**src/rtl/tdfsm_pkg.sv**
```systemverilog
// tdfsm_pkg: shared types and constants for the table driven state machine.
// No dependencies.
`timescale 1ns / 1ps
package tdfsm_pkg;
  localparam logic [7:0] NO_STATE      = 8'd255;
  localparam logic [7:0] TIMER_RESTART = 8'd126;
  localparam logic [7:0] ELSE_TARGET   = 8'd127;
  localparam logic [7:0] CHOICE_BASE   = 8'd64;
  localparam logic [7:0] START_CODE    = 8'd249;
  localparam logic [7:0] DIRECT_MASK   = 8'h7F;

  typedef enum logic [1:0] {
    FUNC_EVENT = 2'd0,
    FUNC_TICK  = 2'd1,
    FUNC_RUN   = 2'd2,
    FUNC_LOAD  = 2'd3
  } func_t;

  typedef enum logic [1:0] {
    SEL_TRANS   = 2'd0,
    SEL_TIMEOUT = 2'd1,
    SEL_CHOICE  = 2'd2
  } sel_t;

  typedef enum logic [2:0] {
    OC_SET     = 3'd0,
    OC_RESTART = 3'd1,
    OC_NONE    = 3'd2,
    OC_ERROR   = 3'd3,
    OC_IGNORED = 3'd4
  } outcome_t;

  typedef enum logic [1:0] {
    CFG_START_STATE = 2'd0,
    CFG_FALLBACK    = 2'd1,
    CFG_SAME_IGNORE = 2'd2,
    CFG_START_RUN   = 2'd3
  } cfg_idx_t;

  typedef enum logic [3:0] {
    S_IDLE,
    S_DECODE,
    S_TRANS_RD,
    S_TRANS_WAIT,
    S_RESOLVE,
    S_CH_RD,
    S_CH_WAIT,
    S_CH_EVAL,
    S_APPLY,
    S_TO_WAIT,
    S_OUT
  } state_t;

  // sequencer request into the choice evaluation unit and its answer
  typedef struct packed {
    logic [7:0]  target;
    logic [24:0] entry;
    logic        known;
    logic        value;
  } ch_req_t;

  typedef struct packed {
    logic [7:0] next;
    logic       done;
    logic       err;
  } ch_rsp_t;
endpackage

```
**src/rtl/tdfsm_if.sv**
```systemverilog
// tdfsm_if: valid/ready channel interfaces for input and result items.
// Depends on nothing.
`timescale 1ns / 1ps
interface tdfsm_in_if;
  logic        valid;
  logic        ready;
  logic [1:0]  func;
  logic [7:0]  event_code;
  logic [15:0] choice_values;
  logic [15:0] choice_known;
  logic        run_request;
  logic [1:0]  table_select;
  logic [7:0]  table_addr;
  logic [31:0] table_data;
  modport source (output valid, func, event_code, choice_values, choice_known, run_request,
                  table_select, table_addr, table_data, input ready);
  modport sink (input valid, func, event_code, choice_values, choice_known, run_request,
                table_select, table_addr, table_data, output ready);
endinterface

interface tdfsm_out_if;
  logic       valid;
  logic       ready;
  logic [7:0] current_state;
  logic       running;
  logic       state_set;
  logic       timeout_fired;
  logic [2:0] outcome;
  modport source (output valid, current_state, running, state_set, timeout_fired, outcome,
                  input ready);
  modport sink (input valid, current_state, running, state_set, timeout_fired, outcome,
                output ready);
endinterface

```
**src/rtl/tdfsm_choice_unit.sv**
```systemverilog
// tdfsm_choice_unit: one step of choice resolution (compare and select).
// Depends on tdfsm_pkg.
`timescale 1ns / 1ps
module tdfsm_choice_unit #(
  parameter int STATE_COUNT  = 16,
  parameter int CHOICE_COUNT = 16
) (
  input  tdfsm_pkg::ch_req_t req,
  output tdfsm_pkg::ch_rsp_t rsp
);
  import tdfsm_pkg::*;

  localparam logic [7:0] CHOICE_END = 8'(64 + CHOICE_COUNT);
  logic [7:0] raw;
  logic [7:0] nx;

  always_comb begin
    if (!req.known) raw = req.entry[23:16];
    else if (req.value) raw = req.entry[7:0];
    else raw = req.entry[15:8];
    nx = raw - 8'd1;
    rsp = '{next: NO_STATE, done: 1'b1, err: 1'b0};
    if (!req.entry[24]) begin
      rsp.err = 1'b1;
    end else if (nx < 8'(STATE_COUNT)) begin
      rsp.next = nx;
    end else if (nx == ELSE_TARGET) begin
      if (req.target + 8'd1 < CHOICE_END) begin
        rsp.next = req.target + 8'd1;
        rsp.done = 1'b0;
      end else begin
        rsp.err = 1'b1;
      end
    end
  end
endmodule

```
**src/rtl/table_driven_fsm_with_choice_states.sv**
```systemverilog
// Table driven state machine with choice states, top level.
// Flow: decode, then as the item needs, transition table read, resolve, up to CHOICE_COUNT + 1
//   choice evaluations, apply (again when the start fallback is taken) and timeout load.
// Throughput: one item at a time; ready only in idle, in the cycle after the result is taken.
// Reset: rst synchronous, clears state to undefined, timer, run flag, config to defaults.
// Depends on tdfsm_pkg, tdfsm_if, tdfsm_choice_unit.
`timescale 1ns / 1ps
module table_driven_fsm_with_choice_states #(
  parameter int STATE_COUNT  = 16,
  parameter int CHOICE_COUNT = 16,
  parameter int SYMBOL_COUNT = 9
) (
  input logic       clk,
  input logic       rst,
  tdfsm_in_if.sink  in_ch,
  tdfsm_out_if.source out_ch,
  input logic       cfg_we,
  input logic [1:0] cfg_index,
  input logic [7:0] cfg_data
);
  import tdfsm_pkg::*;

  localparam int TRANS_DEPTH = STATE_COUNT * SYMBOL_COUNT;
  localparam int TA_W = (TRANS_DEPTH > 1) ? $clog2(TRANS_DEPTH) : 1;
  localparam int ST_W = (STATE_COUNT > 1) ? $clog2(STATE_COUNT) : 1;
  localparam int CH_W = (CHOICE_COUNT > 1) ? $clog2(CHOICE_COUNT) : 1;
  localparam int CNT_W = $clog2(CHOICE_COUNT + 1);
  localparam logic [7:0] CHOICE_END = 8'(64 + CHOICE_COUNT);

  // table memories, one write and one read port each, registered read
  logic [7:0]  trans_mem [TRANS_DEPTH];
  logic [31:0] to_mem    [STATE_COUNT];
  logic [24:0] ch_mem    [CHOICE_COUNT];
  logic [7:0]  trans_q;
  logic [31:0] to_q;
  logic [24:0] ch_q;
  logic [TA_W-1:0] trans_ra;
  logic [ST_W-1:0] to_ra;
  logic [CH_W-1:0] ch_ra;

  // config
  logic [7:0] start_state, start_fallback;
  logic       same_ignore, start_run;

  // architectural state
  logic [7:0]  present_state;
  logic [31:0] active_timeout, elapsed_ms;
  logic        run_flag;

  // latched item
  logic [1:0]  func;
  logic [7:0]  code;
  logic [15:0] vals, known;
  logic        req;
  logic [1:0]  sel;
  logic [7:0]  addr;
  logic [31:0] data;

  // work registers
  state_t     state, state_next;
  logic [7:0] target;        // candidate next state / choice code
  logic [CNT_W-1:0] steps;   // choice chain length
  logic       err;
  logic       is_start;      // a start evaluation, fallback applies
  logic       fired, set_flag;
  logic [2:0] outcome;
  logic [7:0] trans_idx;
  logic       fire_now;      // tick expires the timer, judged on the updated count

  ch_req_t creq;
  ch_rsp_t crsp;

  tdfsm_choice_unit #(.STATE_COUNT(STATE_COUNT), .CHOICE_COUNT(CHOICE_COUNT)) u_choice (
    .req(creq), .rsp(crsp)
  );

  logic [7:0] cidx;
  assign cidx = target - CHOICE_BASE;
  assign creq = '{target: target, entry: ch_q, known: known[cidx[3:0]],
                  value: vals[cidx[3:0]]};
  assign trans_idx = 8'(present_state[ST_W-1:0] * SYMBOL_COUNT) + code;
  assign fire_now = run_flag && (active_timeout != 32'd0) && (elapsed_ms >= active_timeout);

  logic is_choice;
  assign is_choice = (target >= CHOICE_BASE) && (target < CHOICE_END);

  // memory writes happen while decoding a load item
  always_ff @(posedge clk) begin
    if (state == S_DECODE && func == FUNC_LOAD) begin
      if (sel == SEL_TRANS && 32'(addr) < 32'(TRANS_DEPTH))
        trans_mem[addr[TA_W-1:0]] <= data[7:0];
      if (sel == SEL_TIMEOUT && 32'(addr) < 32'(STATE_COUNT))
        to_mem[addr[ST_W-1:0]] <= data;
      if (sel == SEL_CHOICE && 32'(addr) < 32'(CHOICE_COUNT))
        ch_mem[addr[CH_W-1:0]] <= data[24:0];
    end
    trans_q <= trans_mem[trans_ra];
    to_q    <= to_mem[to_ra];
    ch_q    <= ch_mem[ch_ra];
  end

  always_comb begin
    trans_ra = 32'(trans_idx) < 32'(TRANS_DEPTH) ? trans_idx[TA_W-1:0] : '0;
    to_ra    = target[ST_W-1:0];
    ch_ra    = cidx[CH_W-1:0];
  end

  assign in_ch.ready    = (state == S_IDLE);
  assign out_ch.valid   = (state == S_OUT);
  assign out_ch.current_state = present_state;
  assign out_ch.running = run_flag;
  assign out_ch.state_set = set_flag;
  assign out_ch.timeout_fired = fired;
  assign out_ch.outcome = outcome;

  // config port
  always_ff @(posedge clk) begin
    if (rst) begin
      start_state <= NO_STATE;
      start_fallback <= NO_STATE;
      same_ignore <= 1'b0;
      start_run <= 1'b1;
    end else if (cfg_we) begin
      unique case (cfg_idx_t'(cfg_index))
        CFG_START_STATE: start_state <= cfg_data;
        CFG_FALLBACK:    start_fallback <= cfg_data;
        CFG_SAME_IGNORE: same_ignore <= cfg_data[0];
        CFG_START_RUN:   start_run <= cfg_data[0];
        default: ;
      endcase
    end
  end

  always_ff @(posedge clk) begin
    if (rst) state <= S_IDLE;
    else state <= state_next;
  end

  // next state
  always_comb begin
    state_next = state;
    unique case (state)
      S_IDLE: if (in_ch.valid) state_next = S_DECODE;
      S_DECODE: begin
        state_next = S_OUT;
        if (func == FUNC_EVENT) begin
          if (code == START_CODE) state_next = S_RESOLVE;
          else if (run_flag) state_next = (present_state < 8'(STATE_COUNT) &&
                                           code < 8'(SYMBOL_COUNT)) ? S_TRANS_RD : S_RESOLVE;
        end else if (func == FUNC_TICK) begin
          state_next = S_TRANS_RD; // tick evaluation happens there
        end else if (func == FUNC_RUN) begin
          if (run_flag != req && req && present_state == NO_STATE) state_next = S_RESOLVE;
        end
      end
      S_TRANS_RD:   state_next = (func == FUNC_TICK && !fire_now) ? S_OUT : S_TRANS_WAIT;
      S_TRANS_WAIT: state_next = S_RESOLVE;
      S_RESOLVE:    state_next = is_choice ? S_CH_RD : S_APPLY;
      S_CH_RD:      state_next = S_CH_WAIT;
      S_CH_WAIT:    state_next = S_CH_EVAL;
      S_CH_EVAL:    state_next = S_RESOLVE;
      S_APPLY: begin
        if (is_start && target == NO_STATE) state_next = S_APPLY;
        else state_next = (target < 8'(STATE_COUNT)) ? S_TO_WAIT : S_OUT;
      end
      S_TO_WAIT:    state_next = S_OUT;
      S_OUT:        if (out_ch.ready) state_next = S_IDLE;
      default:      state_next = S_IDLE;
    endcase
  end

  // datapath
  always_ff @(posedge clk) begin
    if (rst) begin
      present_state <= NO_STATE;
      active_timeout <= '0;
      elapsed_ms <= '0;
      run_flag <= 1'b0;
    end else begin
      unique case (state)
        S_IDLE: if (in_ch.valid) begin
          func <= in_ch.func; code <= in_ch.event_code;
          vals <= in_ch.choice_values; known <= in_ch.choice_known;
          req <= in_ch.run_request; sel <= in_ch.table_select;
          addr <= in_ch.table_addr; data <= in_ch.table_data;
          fired <= 1'b0; set_flag <= 1'b0; outcome <= OC_IGNORED;
          err <= 1'b0; steps <= '0; is_start <= 1'b0;
        end
        S_DECODE: begin
          target <= NO_STATE;
          if (func == FUNC_EVENT) begin
            if (code == START_CODE) begin
              target <= start_state; is_start <= 1'b1; run_flag <= start_run;
            end else if (run_flag && present_state < 8'(STATE_COUNT) &&
                         code >= 8'(SYMBOL_COUNT) && code[7]) begin
              if ((code & DIRECT_MASK) < 8'(STATE_COUNT)) begin
                if (!((code & DIRECT_MASK) == present_state && same_ignore))
                  target <= code & DIRECT_MASK;
              end else if ((code & DIRECT_MASK) >= CHOICE_BASE &&
                           (code & DIRECT_MASK) < CHOICE_END)
                target <= code & DIRECT_MASK;
            end
          end else if (func == FUNC_TICK) begin
            code <= 8'(SYMBOL_COUNT - 1);
            if (run_flag && elapsed_ms != 32'hFFFF_FFFF) elapsed_ms <= elapsed_ms + 32'd1;
          end else if (func == FUNC_RUN) begin
            if (run_flag != req && req && present_state == NO_STATE) begin
              target <= start_state; is_start <= 1'b1;
            end
            run_flag <= req;
          end
        end
        S_TRANS_RD: begin
          // tick: decide firing on the updated timer
          if (func == FUNC_TICK) fired <= fire_now;
        end
        S_TRANS_WAIT: target <= (present_state < 8'(STATE_COUNT)) ? trans_q - 8'd1 : NO_STATE;
        S_CH_EVAL: begin
          if (32'(steps) >= 32'(CHOICE_COUNT)) begin
            err <= 1'b1; target <= NO_STATE;
          end else begin
            steps <= steps + 1'b1;
            target <= crsp.next;
            if (crsp.err) err <= 1'b1;
          end
        end
        S_APPLY: begin
          if (is_start && target == NO_STATE) target <= start_fallback;
          else if (target < 8'(STATE_COUNT)) begin
            present_state <= target; elapsed_ms <= '0;
            set_flag <= 1'b1; outcome <= OC_SET;
          end else if (target == TIMER_RESTART) begin
            elapsed_ms <= '0; outcome <= OC_RESTART;
          end else outcome <= err ? OC_ERROR : OC_NONE;
          if (is_start && target == NO_STATE) is_start <= 1'b0;
        end
        S_TO_WAIT: active_timeout <= to_q;
        default: ;
      endcase
    end
  end

  // fallback retry: S_APPLY runs a second time when a start yields no state,
  // with target rewritten to start_fallback and is_start cleared
endmodule

```
**src/flat_wrapper.sv**
```systemverilog
// flat-port wrapper written by rule: the top's interface ports become plain ports
module table_driven_fsm_with_choice_states_flat import tdfsm_pkg::*;
#(
  parameter int STATE_COUNT  = 16,
  parameter int CHOICE_COUNT = 16,
  parameter int SYMBOL_COUNT = 9
)
  (clk, rst, cfg_we, cfg_index, cfg_data, in_ch_valid, in_ch_func, in_ch_event_code, in_ch_choice_values, in_ch_choice_known, in_ch_run_request, in_ch_table_select, in_ch_table_addr, in_ch_table_data, in_ch_ready, out_ch_valid, out_ch_current_state, out_ch_running, out_ch_state_set, out_ch_timeout_fired, out_ch_outcome, out_ch_ready);
  tdfsm_in_if in_ch_i ();
  tdfsm_out_if out_ch_i ();
  input logic clk;
  input logic rst;
  input logic cfg_we;
  input logic [1:0] cfg_index;
  input logic [7:0] cfg_data;
  input wire logic [$bits(in_ch_i.valid)-1:0] in_ch_valid;
  input wire logic [$bits(in_ch_i.func)-1:0] in_ch_func;
  input wire logic [$bits(in_ch_i.event_code)-1:0] in_ch_event_code;
  input wire logic [$bits(in_ch_i.choice_values)-1:0] in_ch_choice_values;
  input wire logic [$bits(in_ch_i.choice_known)-1:0] in_ch_choice_known;
  input wire logic [$bits(in_ch_i.run_request)-1:0] in_ch_run_request;
  input wire logic [$bits(in_ch_i.table_select)-1:0] in_ch_table_select;
  input wire logic [$bits(in_ch_i.table_addr)-1:0] in_ch_table_addr;
  input wire logic [$bits(in_ch_i.table_data)-1:0] in_ch_table_data;
  output wire logic [$bits(in_ch_i.ready)-1:0] in_ch_ready;
  output wire logic [$bits(out_ch_i.valid)-1:0] out_ch_valid;
  output wire logic [$bits(out_ch_i.current_state)-1:0] out_ch_current_state;
  output wire logic [$bits(out_ch_i.running)-1:0] out_ch_running;
  output wire logic [$bits(out_ch_i.state_set)-1:0] out_ch_state_set;
  output wire logic [$bits(out_ch_i.timeout_fired)-1:0] out_ch_timeout_fired;
  output wire logic [$bits(out_ch_i.outcome)-1:0] out_ch_outcome;
  input wire logic [$bits(out_ch_i.ready)-1:0] out_ch_ready;
  assign in_ch_i.valid = in_ch_valid;
  assign in_ch_i.func = in_ch_func;
  assign in_ch_i.event_code = in_ch_event_code;
  assign in_ch_i.choice_values = in_ch_choice_values;
  assign in_ch_i.choice_known = in_ch_choice_known;
  assign in_ch_i.run_request = in_ch_run_request;
  assign in_ch_i.table_select = in_ch_table_select;
  assign in_ch_i.table_addr = in_ch_table_addr;
  assign in_ch_i.table_data = in_ch_table_data;
  assign in_ch_ready = in_ch_i.ready;
  assign out_ch_valid = out_ch_i.valid;
  assign out_ch_current_state = out_ch_i.current_state;
  assign out_ch_running = out_ch_i.running;
  assign out_ch_state_set = out_ch_i.state_set;
  assign out_ch_timeout_fired = out_ch_i.timeout_fired;
  assign out_ch_outcome = out_ch_i.outcome;
  assign out_ch_i.ready = out_ch_ready;
  table_driven_fsm_with_choice_states #(.STATE_COUNT(STATE_COUNT), .CHOICE_COUNT(CHOICE_COUNT), .SYMBOL_COUNT(SYMBOL_COUNT)) u_core (.clk(clk), .rst(rst), .in_ch(in_ch_i), .out_ch(out_ch_i), .cfg_we(cfg_we), .cfg_index(cfg_index), .cfg_data(cfg_data));
endmodule
```
**config.mk**
```make
export PLATFORM = sky130hd
export DESIGN_NAME = table_driven_fsm_with_choice_states_flat
export DESIGN_NICKNAME = d
export VERILOG_FILES = /design/src/rtl/tdfsm_pkg.sv /design/src/rtl/tdfsm_if.sv /design/src/rtl/tdfsm_choice_unit.sv /design/src/rtl/table_driven_fsm_with_choice_states.sv /design/src/flat_wrapper.sv
export SDC_FILE = /design/constraint.sdc
export NUM_CORES = 2
export LEC_CHECK = 0
export BUFFER_PORTS_ARGS = -buffer_cell sky130_fd_sc_hd__clkbuf_2
export CAP_MARGIN = 15
export CORE_UTILIZATION = 60
export DETAILED_ROUTE_END_ITERATION = 7
export HOLD_SLACK_MARGIN = 0.12
export PLACE_DENSITY = 0.87
export SYNTH_ARGS = -nofsm -noshare
export SYNTH_HDL_FRONTEND = slang
export SYNTH_SLANG_ARGS = --single-unit
```
**constraint.sdc**
```tcl
create_clock -name clk -period 5.2 [get_ports clk]
set_input_delay 1.04 -clock clk [delete_from_list [all_inputs] [get_ports clk]]
set_output_delay 1.04 -clock clk [all_outputs]
set_load 0.005 [all_outputs]
```
# After elaboration in Yosys (flattened, before gate mapping)
# Memory sizes are Yosys's and may differ from the RTL's. A register that Yosys moved wholly into a read port is not among the register bits.
# Cells that the tools add are included.
totals:
  memories: 3
  ram_bits: 2064
  output_inout_bits: 16
  word_cells: 238
  ff_bits: 200
op_classes:
  multipliers: 1
  addsub: 7
  reduce_logical: 50
  order_cmp: 17
  bitwise_logic: 2
  n_eq_ne: 44
  n_mux: 90
mem_list:
  columns: ["memory", "depth", "word_bits", "rd", "rd_clocked_by_memory_dff", "wr", "line_no", "rtl"]
  rows:
  - ["u_core.trans_mem", 144, 8, 1, 1, 1, "table_driven_fsm_with_choice_states.sv:31", "logic [7:0] trans_mem [TRANS_DEPTH];"]
  - ["u_core.to_mem", 16, 32, 1, 1, 1, "table_driven_fsm_with_choice_states.sv:32", "logic [31:0] to_mem [STATE_COUNT];"]
  - ["u_core.ch_mem", 16, 25, 1, 1, 1, "table_driven_fsm_with_choice_states.sv:33", "logic [24:0] ch_mem [CHOICE_COUNT];"]
op_table:
  columns: ["operator", "n"]
  rows:
  - ["two-way mux 32 bit", 6]
  - ["two-way mux 8 bit", 19]
  - ["case mux 32 bit (2 select lines)", 1]
  - ["two-way mux 4 bit", 11]
  - ["case mux 4 bit (10 select lines)", 1]
  - ["adder 32 x 1 -> 32 bit, second input constant", 1]
  - [">= comparator 32 bit", 1]
  - ["< comparator 8 x 5 -> 1 bit, second input constant", 4]
  - ["inequality test 32 bit, second input constant", 1]
  - ["case mux 8 bit (4 select lines)", 1]
  - ["nonzero test 32 bit", 1]
  - ["two-way mux 1 bit", 30]
  - ["== test 8 bit, second input constant", 3]
  - ["AND reduction 4 bit", 5]
  - ["logical AND 1 bit", 18]
  - ["two-way mux 9 bit", 2]
  - ["== test 4 x 3 -> 1 bit, second input constant", 4]
  - ["== test 8 x 7 -> 1 bit, second input constant", 2]
  - ["< comparator 8 x 7 -> 1 bit, second input constant", 2]
  - ["< comparator 8 bit, second input constant", 2]
  - ["case mux 8 bit (2 select lines)", 1]
  - ["subtractor 8 x 1 -> 8 bit, second input constant", 2]
  - ["two-way mux 3 bit", 5]
  - ["inequality test 2 bit, second input constant", 7]
  - ["44 further kinds", 81]

# Depth between registers and ports, before layout
depth:
  depth_word: 13
  ltp_mapped: 19
  mapped_depth_nobuf: 16

# Hierarchy
# Synthesis repeated with hierarchy kept, for this count alone.
hier_totals:
  cells_unflattened: 5310
  area_unflattened_um2: 91848.1
modules_own_cells:
  columns: ["mod", "seq_area_each_um2", "cells_each", "area_each_um2", "instances"]
  rows:
  - ["table_driven_fsm_with_choice_states", 68335.5, 5214, 91146.2, 1]
  - ["tdfsm_choice_unit", 0.0, 96, 701.9, 1]

# Worst setup path before layout
# Ideal clock, no wire load.
synth_timing:
  path_kind: "register to register"
  startpoint: "register u_core.present_state[3], in the netlist u_core.out_ch.current_state[3]"
  endpoint: "register u_core.trans_q[3], read port of u_core.trans_mem"
  arrival_time_ns: 4.013
  synth_period_minus_slack_ns: 4.163
  path_stages_with_launch: 18
  required_time_ns: 5.051
  path_buffers: 4
  slack_ns: 1.037
  path_cell_list: "dfxtp_1 -> ha_1 -> inv_1 -> fa_1 -> inv_1 -> ha_1 -> o21ai_0 -> a21oi_1 -> o211ai_1 -> a21oi_1 -> or2_2 -> clkbuf_1 -> clkbuf_1 -> clkbuf_1 -> clkbuf_1 -> o211ai_1 -> o311ai_0 -> o311ai_0"
synth_between:
  elab_chain_len: 4
synth_lines:
  columns: ["element", "line_no", "rtl"]
  rows:
  - ["from (decl)", "table_driven_fsm_with_choice_states.sv:46", "logic [7:0] present_state;"]
  - ["from (signal assigned)", "table_driven_fsm_with_choice_states.sv:175", "present_state <= NO_STATE;"]
  - ["from (signal assigned)", "table_driven_fsm_with_choice_states.sv:230", "present_state <= target; elapsed_ms <= '0;"]
  - ["multiplier 4 x 4 -> 8 bit (*)", "table_driven_fsm_with_choice_states.sv:81", "assign trans_idx = 8'(present_state[ST_W-1:0] * SYMBOL_COUNT) + code;"]
  - ["adder 8 bit (*)", "table_driven_fsm_with_choice_states.sv:81", null]
  - ["< comparator 8 bit", "table_driven_fsm_with_choice_states.sv:103", "trans_ra = 32'(trans_idx) < 32'(TRANS_DEPTH) ? trans_idx[TA_W-1:0] : '0;"]
  - ["two-way mux 8 bit (*)", "table_driven_fsm_with_choice_states.sv:103", null]
  - ["to (decl)", "table_driven_fsm_with_choice_states.sv:34", "logic [7:0] trans_q;"]
# Every way passes the cells marked *; elsewhere a longest branch is shown, timed or not.
# A chain may end at the register's enable or synchronous reset.

# Worst setup path after layout
layout_timing:
  startpoint: "register u_core.target[1]"
  endpoint: "register u_core.target[5], data pin"
layout_between:
  elab_chain_len: 12
  elab_cells_between_ends: 18
  cone_classes: "add/sub (3); order compare (2); eq/ne (1); mux (12)"
layout_lines:
  columns: ["element", "line_no", "rtl"]
  rows:
  - ["from (decl)", "table_driven_fsm_with_choice_states.sv:61", "logic [7:0] target;"]
  - ["from (signal assigned)", "table_driven_fsm_with_choice_states.sv:198", "target <= code & DIRECT_MASK;"]
  - ["from (signal assigned)", "table_driven_fsm_with_choice_states.sv:201", "target <= code & DIRECT_MASK;"]
  - ["from (signal assigned)", "table_driven_fsm_with_choice_states.sv:217", "S_TRANS_WAIT: target <= (present_state < 8'(STATE_COUNT)) ? trans_q - 8'd1 : NO_STATE;"]
  - ["parallel branches: the longest is 8 deep, another holds subtractor 8 x 1 -> 8 bit", null, null]
  - ["two-way mux 8 bit (*)", "tdfsm_choice_unit.sv:25", "end else if (nx < 8'(STATE_COUNT)) begin"]
  - ["two-way mux 9 bit (*)", "tdfsm_choice_unit.sv:23", "if (!req.entry[24]) begin"]
  - ["two-way mux 8 bit (*)", "table_driven_fsm_with_choice_states.sv:219", "if (32'(steps) >= 32'(CHOICE_COUNT)) begin"]
  - ["case mux 8 bit (4 select lines) (*)", "table_driven_fsm_with_choice_states.sv:180", "unique case (state)"]
# Mark *: on every way between the ends. The select of a mux whose other input is x is not followed.

==> run metrics <==
Final period util 101%; H-tree levels 4; setup violators final 6; CP Max Fanout 16; largest net degree at the start of global routing 177; grt ovf 0; EDFF count, synth 2169; CP Class reg -> reg; Layout area overhead 12.7%; failing checks DRC, setup timing; router iterations before antenna repair 8; Ys Warns 0; IO Port Bufs 115; Core ar. 150000 um2; vias per std cell 7.32; Post-DRT Antenna Nets 0; I/O pin count 116; first-pass GRT wire length 372000 um; vias in the first global route 53000; largest area contributor in the netlist edfxtp_1; setup ws final -0.0410 ns; routed len/inst 35.0 um; CTS Hold Bufs 0; clock-pin slew on the worst setup and hold paths 0.07 ns; starting density of the core 60.7%; HPWL after DPL 138000 um; routability cong. 0.969; Tot Pwr 0.0559 W; ys async rst share 0%; CTS max path bufs 3; Critical Path RT 5.79 ns; Post-Layout Cell Count 7467; CTS tree yes; fraction of layout instances using a drive strength above 1 22.8%; Hold Fails Final Rpt 0; number of CTS-inserted buffers 214; Hold/Removal Path Class in -> reg; drt initial violations 10200; Static Leakage 33.2 nW; Cell Rows 142; Slew Viols, Final 0; Clock Skew 0.0506 ns; syn nets 5195; most common cell in the netlist edfxtp_1; FMAX 0.191 GHz; Die H 392 um; VDD IR max 0.793 mV; Final min period 5.24 ns; FF+latch count, synth 2329; initial antenna violation count 12; status finished, violations left; Root Driver clkbuf_16; sequential area share after synthesis 74.8%; drt drc 74; Max-slew headroom 6.48%; Worst Max-Slew Pin Slew 1.40 ns; Hold Crit Start in_ch_table_data[13]; Die W 392 um; critical path capture point type flop; worst reg2reg path startpoint u_core.target[1]; Critical path origin u_core.target[1]; Netlist cell types 85; post-synthesis cell count 5040; Clock Sinks 2329; Post-synth top flop edfxtp_1; Total Die Area 154000 um2; Layout Nets 5416; R2R setup slack -0.04 ns; Power Dens Cells 543 nW/um2; Total Wirelength 262000 um; total track usage 34.0%; Syn Area/Cell 18.1 um2; Worst setup SP type flop; Synth Cell Area 91300 um2; top cells by area, synth edfxtp_1 (71%), mux4_2 (10%), dfxtp_1 (3.5%), mux2i_1 (1.4%), nor2_1 (1.4%); clk_lat worst skew 0.89 ns; Synth top area share 71.3%; Worst EP arrival 5.84 ns; vias 54600; dpl cells 7052; MaxCap Viol Count 0; Synth top cells by count edfxtp_1 (2169), mux4_2 (404), nor2_1 (333), nand2_1 (274), clkbuf_1 (228)
## kinds of logic (layout without fill, tap and decap cells)
group / count (synthesis) / after routing / share of synthesized area, %
xor gates and xnor gates: 39 / 39 / 0.374
buffers and inverters: 368 / 777 / 1.53
adders and majority gates: 55 / 55 / 0.770
DFF: 2329 / 2329 / 74.8
AOI/OAI and AO/OA: 673 / 673 / 5.08
other: 0 / 2 / 0
muxes: 643 / 643 / 12.7
and+or+nand+nor: 933 / 933 / 4.67
## sequential cells by signal, summed over array words and instances (netlist names), 16 cells and up
signal / cells
u_core.trans_mem: 1152
u_core.to_mem: 512
u_core.ch_mem: 400
u_core.active_timeout: 32
u_core.data: 32
u_core.elapsed_ms: 32
u_core.to_q: 32
u_core.ch_q: 25
u_core.known: 16
u_core.vals: 16
## through the flow
stage               setup slack, ns  hold slack, ns  setup TNS, ns  cell area (um2)  utilization [%]
global route                -0.0882           0.305         -0.333           103000             68.4
finish                      -0.0410           0.310         -0.167           103000             68.4
detailed placement          0.00358           0.431              0            95200             63.3
global placement              0.262           0.427              0            95200             63.3
CTS                         0.00662           0.286              0           103000             68.2
floorplan                      1.04           0.417              0            91300                -
## critical path, stage by stage (launching register included)
cell	delay [ns]
edfxtp_1	0.41
buf_12	0.22
mux4_2	0.59
mux4_2	0.71
nor2_1	0.16
a41o_1	0.31
nor3b_2	0.55
nand4_1	0.35
a2111oi_2	0.60
o221ai_2	0.34
o21bai_1	0.22
a21o_1	0.29
a32oi_1	0.15
## final timing paths
| kind | end | cells after the start |
|---|---|---|
| max reg2reg | u_core.target[5] | 12 |
| min reg2reg | u_core.active_timeout[1] | 2 |
| min | u_core.data[13] | 1 |
| max | u_core.target[5] | 12 |
## what timing repair did
item                                    4_1_cts  5_1_grt
endpoints found under the hold margin         0        0
setup buffers                                 0        4
endpoints found under the setup margin       12       15
pin swaps                                     1        3
resized for setup                             8       33
## power by group
| part | internal (W) | switching [W] |
|---|---|---|
| sequential | 0.0214 | 0.000624 |
| clock | 0.00918 | 0.00736 |
| combinational | 0.00589 | 0.0115 |
| total | 0.0364 | 0.0194 |
## cell usage in the layout, fill, tap and decap left out, drive strengths merged, types with 109 or more instances in the layout
cell type / n
mux2i: 130
buf: 179
clkbuf: 389
dfxtp: 160
nor2: 333
a21oi: 158
mux2: 109
nand2: 274
edfxtp: 2169
mux4: 404
## per-layer routing
layer | vias up | part of all wire [%] | track usage [%]
li1 | 20700 | - | -
met2 | 5838 | 46 | 52.9
met1 | 26800 | 32 | 43.7
met5 | - | 0.027 | 0
met4 | 14 | 6.3 | 17.4
met3 | 1264 | 15 | 10.2
## layout make-up
class                   instances  area, um2
inverters                      78        299
flip-flops and latches       2329      68300
clock buffers                 273       5810
diodes                          2       5.00
fillers                      8349      47600
well taps                    2016       2520
multi-input cells            2343      22100
repair buffers                295       2290
clock inverters               131       1540
Note: power is estimated with default switching activity, not from simulation.
